--- config.mk ---
export PLATFORM = sky130hd
export DESIGN_NAME = jang_prod
export DESIGN_NICKNAME = d
export VERILOG_FILES = /design/src/rtl/jang_pkg.sv /design/src/rtl/jang_prod.sv
export SDC_FILE = /design/constraint.sdc
export NUM_CORES = 2
export LEC_CHECK = 0
export BUFFER_PORTS_ARGS = -buffer_cell sky130_fd_sc_hd__buf_4
export CAP_MARGIN = 5
export CELL_PAD_IN_SITES_DETAIL_PLACEMENT = 1
export CELL_PAD_IN_SITES_GLOBAL_PLACEMENT = 1
export CORE_MARGIN = 5
export CORE_UTILIZATION = 52
export DETAILED_ROUTE_END_ITERATION = 16
export HOLD_SLACK_MARGIN = 0.02
export PLACE_DENSITY = 0.85
export SYNTH_ARGS = -nofsm -noshare
export SYNTH_HDL_FRONTEND = slang
export SYNTH_SLANG_ARGS = --single-unit
--- constraint.sdc ---
create_clock -name aclk -period 8.5 [get_ports aclk]
set_input_delay 1.7 -clock aclk [delete_from_list [all_inputs] [get_ports aclk]]
set_output_delay 1.7 -clock aclk [all_outputs]
set_load 0.01 [all_outputs]
--- src/rtl/jang_pkg.sv ---
// Shared types, widths and constants for the joint angle pipeline.
// No dependencies; imported by every module in rtl/.
package jang_pkg;

    localparam int ATAN_STAGES   = 16;
    localparam int TABLE_LEN     = 24;
    localparam int CORDIC_STAGES = (ATAN_STAGES < TABLE_LEN) ? ATAN_STAGES : TABLE_LEN;

    localparam int IW  = 16;   // input coordinate width
    localparam int DW  = 17;   // joint difference width
    localparam int PW  = 34;   // product width
    localparam int SW  = 35;   // cross / dot width
    localparam int NW  = 42;   // normalized width
    localparam int CW  = 46;   // CORDIC x/y width
    localparam int ZW  = 30;   // angle accumulator width, 2^-20 degree
    localparam int SHW = 6;    // normalize shift width
    localparam int OW  = 16;   // output angle width

    localparam int NORM_BIT  = 40;
    localparam int DEG90_Z   = 94371840;
    localparam int ROUND_SH  = 13;
    localparam int OUT_LIMIT = 23040;

    localparam int ATAN_TAB [TABLE_LEN] = '{
        47185920, 27855475, 14718068, 7471121, 3750058, 1876857,
        938658, 469357, 234682, 117342, 58671, 29335,
        14668, 7334, 3667, 1833, 917, 458,
        229, 115, 57, 29, 14, 7
    };

    typedef logic signed [ZW-1:0] zval_t;

    typedef struct packed {
        logic signed [IW-1:0] inner_y;
        logic signed [IW-1:0] inner_x;
        logic signed [IW-1:0] outer_y;
        logic signed [IW-1:0] outer_x;
        logic signed [IW-1:0] pivot_y;
        logic signed [IW-1:0] pivot_x;
    } joints_t;

    typedef struct packed {
        logic signed [SW-1:0] crs;
        logic signed [SW-1:0] dot;
    } vec_t;

    typedef struct packed {
        logic signed [CW-1:0] x;
        logic signed [CW-1:0] y;
        zval_t                z;
        logic                 zero;
    } cordic_t;

endpackage

--- src/rtl/jang_prod.sv ---
// Joint differences, products and cross/dot sums: three register stages.
// Depends on jang_pkg.
module jang_prod
    import jang_pkg::*;
(
    input  logic    aclk,
    input  logic    aresetn,
    input  logic    in_valid,
    output logic    in_ready,
    input  joints_t in_data,
    output logic    out_valid,
    input  logic    out_ready,
    output vec_t    out_data
);

    logic v1_reg, v2_reg, v3_reg;
    logic en1, en2, en3;

    logic signed [DW-1:0] ox_reg, oy_reg, vx_reg, vy_reg;
    logic signed [DW-1:0] ox_next, oy_next, vx_next, vy_next;

    logic signed [PW-1:0] pa_reg, pb_reg, pc_reg, pd_reg;
    logic signed [PW-1:0] pa_next, pb_next, pc_next, pd_next;
    logic signed [DW-1:0] vx2_reg, vy2_reg;
    logic                 oz2_reg, oz2_next;

    vec_t out_reg, out_next;

    assign en3      = !v3_reg || out_ready;
    assign en2      = !v2_reg || en3;
    assign en1      = !v1_reg || en2;
    assign in_ready = en1;

    always_comb begin
        ox_next = DW'(in_data.outer_x) - DW'(in_data.pivot_x);
        oy_next = DW'(in_data.outer_y) - DW'(in_data.pivot_y);
        vx_next = DW'(in_data.inner_x) - DW'(in_data.pivot_x);
        vy_next = DW'(in_data.inner_y) - DW'(in_data.pivot_y);
    end

    always_comb begin
        pa_next  = ox_reg * vy_reg;
        pb_next  = oy_reg * vx_reg;
        pc_next  = ox_reg * vx_reg;
        pd_next  = oy_reg * vy_reg;
        oz2_next = (ox_reg == '0) && (oy_reg == '0);
    end

    always_comb begin
        if (oz2_reg) begin
            out_next.crs = SW'(vy2_reg);
            out_next.dot = SW'(vx2_reg);
        end else begin
            out_next.crs = SW'(pa_reg) - SW'(pb_reg);
            out_next.dot = SW'(pc_reg) + SW'(pd_reg);
        end
    end

    always_ff @(posedge aclk) begin
        if (!aresetn) begin
            v1_reg <= 1'b0;
            v2_reg <= 1'b0;
            v3_reg <= 1'b0;
        end else begin
            if (en1) v1_reg <= in_valid;
            if (en2) v2_reg <= v1_reg;
            if (en3) v3_reg <= v2_reg;
        end
    end

    always_ff @(posedge aclk) begin
        if (en1) begin
            ox_reg <= ox_next;
            oy_reg <= oy_next;
            vx_reg <= vx_next;
            vy_reg <= vy_next;
        end
        if (en2) begin
            pa_reg  <= pa_next;
            pb_reg  <= pb_next;
            pc_reg  <= pc_next;
            pd_reg  <= pd_next;
            vx2_reg <= vx_reg;
            vy2_reg <= vy_reg;
            oz2_reg <= oz2_next;
        end
        if (en3) out_reg <= out_next;
    end

    assign out_valid = v3_reg;
    assign out_data  = out_reg;

endmodule

==> reports/summary.txt <==
Outcome: completed
Top FF cell, synth: edfxtp_1
Unrepaired setup endpoints after global routing: false
Post-synthesis sequential area ratio: 0.157
Vias in the first global route: 52600
Initial antenna violation count: 3
Clock root buffer: clkbuf_16
Synth warnings: 0
Clock Skew: 59.3 ps
Critical Path Sink Type: flop
Hold_buf cts: 0
Die X: 348 um
Max_cap viols: 0
Crit-path max FO: 21
DRT Pass-1 Iters: 5
FMAX: 0.129 GHz
Yosys reg bits: 312
Routability cong.: 0.911
Dpl ws: 895 ps
Height of the die: 348 um
Mapped Area: 59500 um^2
Shortest period the worst path allows: 7740 ps
Share of the synthesized area in the top cell type: 0.400
Worst EP arrival: 8150 ps
Clk slew on worst S/H paths: 60 ps
Initial Util: 0.522
Kind of critical path: reg2reg
Post-CTS Setup Bufs: 0
Die area: 121000 um^2
Distinct cells, synth: 83
# nets final: 7935
CP Launch Type: flop
Setup_tns: 0 ps
Async set or reset register ratio after synthesis: 0
Count leader, synth: inv_1
Max reg flops: 70
Max clock buf depth: 3
Crit-path cells: buf_4 -> nand2_1 -> fa_1 -> inv_1 -> fa_1 -> fa_1 -> fa_1 -> fa_1 -> inv_1 -> fa_1 -> inv_1 -> ha_1 -> a21o_1 -> a21o_1 -> a21o_1 -> a21oi_1 -> o21a_1 -> nand3b_1 -> o21a_1 -> a211o_1 -> a21oi_1 -> xnor2_1
Total Routed Length: 184 mm
EDFF count, synth: 309
Post-DP Area: 62600 um^2
Syn Inst Count: 6095
Layout area overhead: 7.68%
CTS Sinks: 312
Max_slew headroom: 0.0512
Layout cells sized above 1: 0.0628
I/O Buffers: 171
Hold path start: vy2_reg[14]$_DFFE_PP_
Cell mode on critical path: fa_1
Leading area contributor after synthesis: fa_1
Min-delay worst type: reg2reg
DRC Markers: 0
Final setup viols: 0
Top cells by area, synth: fa_1 40%, edfxtp_1 16%, ha_1 9.9%
Clk_lat worst skew: 670 ps
Clock H-tree levels: 2
Routed length per placed instance: 23.8 um
Syn avg cell area: 9.76 um^2
Reg2reg start: vx_reg[8]$_DFFE_PP_
Detailed Route Iter0 Violations: 3214
Hold slack: 541 ps
Area of the core: 114000 um^2
Slew @ Worst Pin: 1420 ps
Final Max Tran Viols: 0
FP Rows: 124
Largest net degree at the start of global routing: 152
Worst path slowest cell: edfxtp_1
Total number of vias: 44200
Global route total overflow: 0
Vias per inst: 5.73
Synth cell count leaders: 1354 x inv_1, 1190 x fa_1, 624 x nand2_1
CTS tree: done
Post-CTS resize count: 0
Design Area, Final: 64100 um^2
First-pass GRT wire length: 290 mm
CP max stage delay: 1270 ps
Share of the clock period used by the worst path: 0.911
Final ANT Viol Nets: 0
CP required: 8900 ps
I/O pins: 172
Final setup margin: 758 ps
Hold Fails Final Rpt: 0
Worst setup startpoint: vx_reg[8]$_DFFE_PP_
Hpwl dp: 144 mm
Gr usage total: 0.308
Syn nets: 7857
Total CTS buffers: 44
==> worst paths after layout <==
path	endpoint	slack (ps)	cells past startpoint
worst max-delay path	pc_reg[32]$_DFFE_PP_	760	22
worst min-delay path	out_data[49]$_DFFE_PP_	540	2
worst max register to register	pc_reg[32]$_DFFE_PP_	760	22
worst min register to register	out_data[49]$_DFFE_PP_	540	2
==> cell usage in the layout, fill, tap and decap left out, types with 12 or more instances in the layout <==
master	instances
a21o_1	85
o21a_1	28
inv_1	1353
fa_1	1190
edfxtp_1	309
ha_1	472
a211oi_1	17
nor2_1	195
buf_4	270
clkbuf_16	45
nand3_1	41
o21bai_1	29
and2_1	581
o21ai_0	153
o31ai_1	14
xnor2_1	180
nor3_1	42
nand4_1	16
o21ai_1	12
xor2_1	59
nand2b_1	36
and3_1	18
nand2_1	623
a21boi_0	15
a21oi_1	172
a31oi_1	20
nor2b_1	36
or3_1	13
==> through the flow <==
step,util,instances
after floorplan,-,6095
after global placement,0.549,7639
after detailed placement,0.549,7639
after CTS,0.562,7721
after global routing,0.562,7721
final,0.562,7722
==> layer usage <==
layer,part of all wire,vias up,global-route usage
li1,-,18800,-
met1,0.37,23100,0.371
met2,0.49,1780,0.530
met3,0.065,622,0.0480
met4,0.072,2,0.175
met5,0.000071,-,0
==> layout make-up <==
type                       instances  area, um^2
fill                           12700       50000
multi-input combinational       4188       44200
sequential                       312        9340
inverter                        1356        5090
timing repair buffer             271        2050
tap                             1512        1890
clock buffer                      49        1150
clock inverter                    33         355
antenna                            1        2.50
==> worst max-delay path, delay by kind of cell (launching register included) <==
| family | cells | cell delay, ps |
|---|---|---|
| fa+ha+maj | 7 | 3520 |
| compound gates | 8 | 1770 |
| flops | 1 | 1270 |
| buf+inv | 4 | 600 |
| simple gates | 2 | 220 |
| xor+xnor | 1 | 100 |
==> cell families (layout without fill, tap and decap cells) <==
family          count (synthesis)  after routing  share of synthesized area
xor+xnor                      239            239                     0.0352
other cells                     0              1                          0
flops                         312            312                      0.157
buf+inv                      1595           1709                      0.101
fa+ha+maj                    1662           1662                      0.500
simple gates                 1645           1645                      0.138
mux                             5              5                   0.000946
compound gates                637            637                     0.0690
Power is not shown: default switching activity piles up to over one toggle a cycle in this logic, so the estimate is an artifact.
