[src/rtl/jang_pkg.sv]
// Shared types, widths and constants for the joint angle pipeline.
// No dependencies; imported by every module in rtl/.
package jang_pkg;

    localparam int ATAN_STAGES   = 16;
    localparam int TABLE_LEN     = 24;
    localparam int CORDIC_STAGES = (ATAN_STAGES < TABLE_LEN) ? ATAN_STAGES : TABLE_LEN;

    localparam int IW  = 16;   // input coordinate width
    localparam int DW  = 17;   // joint difference width
    localparam int PW  = 34;   // product width
    localparam int SW  = 35;   // cross / dot width
    localparam int NW  = 42;   // normalized width
    localparam int CW  = 46;   // CORDIC x/y width
    localparam int ZW  = 30;   // angle accumulator width, 2^-20 degree
    localparam int SHW = 6;    // normalize shift width
    localparam int OW  = 16;   // output angle width

    localparam int NORM_BIT  = 40;
    localparam int DEG90_Z   = 94371840;
    localparam int ROUND_SH  = 13;
    localparam int OUT_LIMIT = 23040;

    localparam int ATAN_TAB [TABLE_LEN] = '{
        47185920, 27855475, 14718068, 7471121, 3750058, 1876857,
        938658, 469357, 234682, 117342, 58671, 29335,
        14668, 7334, 3667, 1833, 917, 458,
        229, 115, 57, 29, 14, 7
    };

    typedef logic signed [ZW-1:0] zval_t;

    typedef struct packed {
        logic signed [IW-1:0] inner_y;
        logic signed [IW-1:0] inner_x;
        logic signed [IW-1:0] outer_y;
        logic signed [IW-1:0] outer_x;
        logic signed [IW-1:0] pivot_y;
        logic signed [IW-1:0] pivot_x;
    } joints_t;

    typedef struct packed {
        logic signed [SW-1:0] crs;
        logic signed [SW-1:0] dot;
    } vec_t;

    typedef struct packed {
        logic signed [CW-1:0] x;
        logic signed [CW-1:0] y;
        zval_t                z;
        logic                 zero;
    } cordic_t;

endpackage

[src/rtl/jang_norm.sv]
// Leading-one search, normalizing shift and half-plane pre-rotation.
// Depends on jang_pkg.
module jang_norm
    import jang_pkg::*;
(
    input  logic    aclk,
    input  logic    aresetn,
    input  logic    in_valid,
    output logic    in_ready,
    input  vec_t    in_data,
    output logic    out_valid,
    input  logic    out_ready,
    output cordic_t out_data
);

    logic v1_reg, v2_reg, v3_reg;
    logic en1, en2, en3;

    logic [SW-1:0]        ax, ay, mx;
    logic [SHW-1:0]       msb;
    logic signed [SW-1:0] x1_reg, y1_reg;
    logic [SHW-1:0]       sh1_reg, sh1_next;
    logic                 zero1_reg, zero1_next;

    logic signed [NW-1:0] x2_reg, y2_reg, x2_next, y2_next;
    logic                 zero2_reg;

    logic signed [CW-1:0] xe, ye;
    cordic_t              out_reg, out_next;

    assign en3      = !v3_reg || out_ready;
    assign en2      = !v2_reg || en3;
    assign en1      = !v1_reg || en2;
    assign in_ready = en1;

    always_comb begin
        ax  = in_data.dot[SW-1] ? SW'(-in_data.dot) : SW'(in_data.dot);
        ay  = in_data.crs[SW-1] ? SW'(-in_data.crs) : SW'(in_data.crs);
        mx  = (ax > ay) ? ax : ay;
        msb = '0;
        for (int b = 0; b < SW; b++) begin
            if (mx[b]) msb = SHW'(b);
        end
        zero1_next = (mx == '0);
        sh1_next   = zero1_next ? '0 : SHW'(NORM_BIT) - msb;
    end

    always_comb begin
        x2_next = NW'(x1_reg) <<< sh1_reg;
        y2_next = NW'(y1_reg) <<< sh1_reg;
    end

    // bring the vector into the right half plane
    always_comb begin
        xe            = CW'(x2_reg);
        ye            = CW'(y2_reg);
        out_next.zero = zero2_reg;
        if (xe[CW-1]) begin
            if (!ye[CW-1]) begin
                out_next.x = ye;
                out_next.y = -xe;
                out_next.z = ZW'(DEG90_Z);
            end else begin
                out_next.x = -ye;
                out_next.y = xe;
                out_next.z = -ZW'(DEG90_Z);
            end
        end else begin
            out_next.x = xe;
            out_next.y = ye;
            out_next.z = '0;
        end
    end

    always_ff @(posedge aclk) begin
        if (!aresetn) begin
            v1_reg <= 1'b0;
            v2_reg <= 1'b0;
            v3_reg <= 1'b0;
        end else begin
            if (en1) v1_reg <= in_valid;
            if (en2) v2_reg <= v1_reg;
            if (en3) v3_reg <= v2_reg;
        end
    end

    always_ff @(posedge aclk) begin
        if (en1) begin
            x1_reg    <= in_data.dot;
            y1_reg    <= in_data.crs;
            sh1_reg   <= sh1_next;
            zero1_reg <= zero1_next;
        end
        if (en2) begin
            x2_reg    <= x2_next;
            y2_reg    <= y2_next;
            zero2_reg <= zero1_reg;
        end
        if (en3) out_reg <= out_next;
    end

    assign out_valid = v3_reg;
    assign out_data  = out_reg;

    a_right_half: assert property (@(posedge aclk) disable iff (!aresetn)
        out_valid |-> !out_data.x[CW-1])
        else $error("pre-rotated x is negative");

    a_zero_vec: assert property (@(posedge aclk) disable iff (!aresetn)
        (out_valid && out_data.zero) |-> (out_data.x == '0 && out_data.y == '0))
        else $error("zero flag set on nonzero vector");

endmodule

[config.mk]
export PLATFORM = sky130hd
export DESIGN_NAME = jang_norm
export DESIGN_NICKNAME = d
export VERILOG_FILES = /design/src/rtl/jang_pkg.sv /design/src/rtl/jang_norm.sv
export SDC_FILE = /design/constraint.sdc
export NUM_CORES = 1
export LEC_CHECK = 0
export BUFFER_PORTS_ARGS = -buffer_cell sky130_fd_sc_hd__buf_2
export CAP_MARGIN = 20
export CELL_PAD_IN_SITES_DETAIL_PLACEMENT = 0
export CELL_PAD_IN_SITES_GLOBAL_PLACEMENT = 1
export CORE_AREA = 2 2 198 200
export DETAILED_ROUTE_END_ITERATION = 10
export DIE_AREA = 0 0 200 202
export MAX_ROUTING_LAYER = met4
export PLACE_DENSITY = 0.94
export SLEW_MARGIN = 20
export SYNTH_ARGS = -nofsm -noshare
export SYNTH_HDL_FRONTEND = slang
export SYNTH_SLANG_ARGS = --single-unit
export TNS_END_PERCENT = 20
[constraint.sdc]
create_clock -name aclk -period 12.18 [get_ports aclk]
set_clock_uncertainty 0.2 [all_clocks]
set_input_delay 0.609 -clock aclk [delete_from_list [all_inputs] [get_ports aclk]]
set_output_delay 0.609 -clock aclk [all_outputs]
set_load 0.02 [all_outputs]
==> impl_metrics.env <==
export IMPL_status="complete, no violations"
export IMPL_critPathMaxFanout=14
export IMPL_seq_area_frac_synth=0.406
export IMPL_worstRegToRegCells=9
export IMPL_cp_num_buf_inv=3
export IMPL_htree_levels=1
export IMPL_ys_seq_elements=261
export IMPL_max_freq_mhz=145
export IMPL_fp_dieH_um=202
export IMPL_via_count=16200
export IMPL_cp_end_kind="flip-flop"
export IMPL_crit_required_ns=12.29
export IMPL_post_cts_resized=0
export IMPL_max_vdd_ir_drop_v=0.000144
export IMPL_grt_max_degree=100
export IMPL_tns_ns=0
export IMPL_ant_nets=0
export IMPL_drive_gt1_frac=0.164
export IMPL_path_cells="buf_2 > nor3_1 > nand4_1 > o41ai_2 > xnor2_1 > inv_1 > ha_1 > nand4_1 > nor4_1 > o2111ai_1 > nand4_1 > o211a_1 > mux2_2 > a211oi_1 > a211oi_1 > inv_1 > ha_1 > nand3_1 > and4b_1 > a31o_2"
export IMPL_synth_distinct_cells=85
export IMPL_area_growth_pct=9.86
export IMPL_clockRootBuffer="clkbuf_16"
export IMPL_drc=0
export IMPL_rows=72
export IMPL_overflow=0
export IMPL_worst_path_most_repeated_cell="nand4_1"
export IMPL_comb_power_share=0.525
export IMPL_power_share_sequential=0.319
export IMPL_avgSynthCellArea_um2=9.36
export IMPL_fp_coreArea_um2=38300
export IMPL_routedWlPerCell_um=20.9
export IMPL_clkSinkCount=261
export IMPL_hold_class="in -> reg"
export IMPL_synth_area_um2=19200
export IMPL_whs_ns=0.0888
export IMPL_start_util=0.502
export IMPL_io_buffers=177
export IMPL_wl_um=55900
export IMPL_internal_power_mw=2.96
export IMPL_crit_path_top_delay_cell="nor3_1"
export IMPL_synth_edff_count=258
export IMPL_first_pass_iters=5
export IMPL_setup_violations=0
export IMPL_first_global_vias=14900
export IMPL_avgViaCountPerCell=6.05
export IMPL_clk_pin_slew_ns=0.06
export IMPL_pwr_share_clk=0.156
export IMPL_critical_path_class="in -> reg"
export IMPL_cts_buffers=28
export IMPL_final_cell_mix="nor2_1, edfxtp_1, a21oi_1"
export IMPL_async_flop_share=0
export IMPL_post_cts_setup_buffers=0
export IMPL_critPathLaunchType="input port"
export IMPL_max_stage_delay_ns=0.92
export IMPL_io_pins=199
export IMPL_hpwlAfterDp_um=43100
export IMPL_power_switching_mw=2.37
export IMPL_relSlewSlack=0.238
export IMPL_grt_use_total=0.284
export IMPL_fin_crit_sh=0.568
export IMPL_die_area_um2=40400
export IMPL_crit_arrival_ns=7.02
export IMPL_utilization=0.552
export IMPL_powerDensity_nw_per_um2=252
export IMPL_place_area_um2=20200
export IMPL_die_w_um=200
export IMPL_final_common_cell="nor2_1"
export IMPL_clock_path_buffers=3
export IMPL_p_sw_frac=0.445
export IMPL_antenna_found_initial=1
export IMPL_cts_tree="yes"
export IMPL_finalInstanceArea_um2=21100
export IMPL_cp_num_cells=20
export IMPL_whs_path_depth=2
export IMPL_place_congestion=0.993
export IMPL_p_leak_nw=8.16
export IMPL_insertion_delay_ns=0.56
export IMPL_slew_viol_final=0
export IMPL_synthFlopType="edfxtp_1"
export IMPL_min_period_ns=6.91
export IMPL_hold_viol_final=0
export IMPL_yosysWarnings=0
export IMPL_grt_setup_unrepaired="no"
export IMPL_largest_reg_flops=96
export IMPL_grt_pass1_wl_um=86500
export IMPL_drt_initial_drc_count=1599
export IMPL_cts_hold_buf=0
export IMPL_nets=2246
export IMPL_synthCells=2054
export IMPL_worst_pin_slew_ns=1.13
export IMPL_critPathTopFamily="simple AND/OR/NAND/NOR gates"
export IMPL_power_mw=5.33
export IMPL_maxCapViolations=0
path summary, 6_finish.rpt:
kind / from / endpoint / slack, ns
setup / recovery: in_data[37] / sh1_reg[4] / 5.27
hold reg to reg: zero1_reg / zero2_reg / 0.22
setup reg to reg: y2_reg[7] / out_data[114] / 7.80
hold / removal: aresetn / out_valid / 0.09
cell usage after synthesis, types with 10 or more instances:
master | number | share of area
a211oi_1 | 38 | 0.015
a21oi_1 | 189 | 0.049
a31oi_1 | 20 | 0.0065
and2_1 | 16 | 0.0052
buf_1 | 28 | 0.0055
buf_4 | 28 | 0.011
clkbuf_1 | 100 | 0.020
edfxtp_1 | 258 | 0.40
ha_1 | 40 | 0.026
inv_1 | 56 | 0.011
mux2_2 | 18 | 0.011
mux2i_1 | 75 | 0.039
mux4_2 | 48 | 0.056
nand2_1 | 189 | 0.037
nand2b_1 | 17 | 0.0055
nand3_1 | 20 | 0.0052
nand4_1 | 25 | 0.0081
nor2_1 | 295 | 0.058
nor2b_1 | 21 | 0.0068
nor3_1 | 46 | 0.012
nor4_1 | 23 | 0.0075
o211ai_1 | 10 | 0.0039
o21ai_0 | 84 | 0.022
o22ai_1 | 18 | 0.0059
o31ai_1 | 30 | 0.012
o41ai_1 | 28 | 0.013
or2_2 | 18 | 0.0059
or3_1 | 17 | 0.0055
or4_1 | 20 | 0.0078
xnor2_1 | 65 | 0.030
xor2_1 | 71 | 0.032
cell families after synthesis:
logic type	synth area share
compound gates	0.162
xor+xnor	0.0619
fa+ha+maj	0.0260
buf+inv	0.0525
flops	0.406
mux	0.106
other cells	0.000195
simple gates	0.186
layer usage:
layer	GRT usage	vias to the layer above	wire [µm]
li1	-	7741	-
met1	0.376	7593	23800
met2	0.437	668	25600
met3	0.0222	161	3200
met4	0.145	0	3270
met5	-	-	0
layout make-up:
class                      count  area, µm²
fill                        3400      17200
multi-input combinational   1589      10500
sequential                   261       7810
timing repair buffer         192       1010
clock buffer                  30        729
tap                          518        648
inverter                      60        226
clock inverter                19        164
antenna                        2       5.00
power by group through the flow:
| stage | Clock [mW] | Sequential (mW) | Combinational, mW |
|---|---|---|---|
| after detailed placement | 0 | 1.72 | 2.76 |
| after global routing | 0.876 | 1.75 | 3.07 |
| final | 0.829 | 1.70 | 2.80 |
| after global placement | 0 | 1.70 | 2.74 |
| after floorplan | 0 | 1.86 | 1.85 |
| after CTS | 0.842 | 1.70 | 2.77 |
through the flow:
step / setup WS [ns] / std cells
2_1_floorplan: 6.38 / 2078
4_1_cts: 5.14 / 2669
6_report: 5.27 / 2671
3_5_place_dp: 4.56 / 2620
3_3_place_gp: 4.78 / 2620
5_1_grt: 4.80 / 2670
Note: power is estimated with default switching activity, not from simulation.
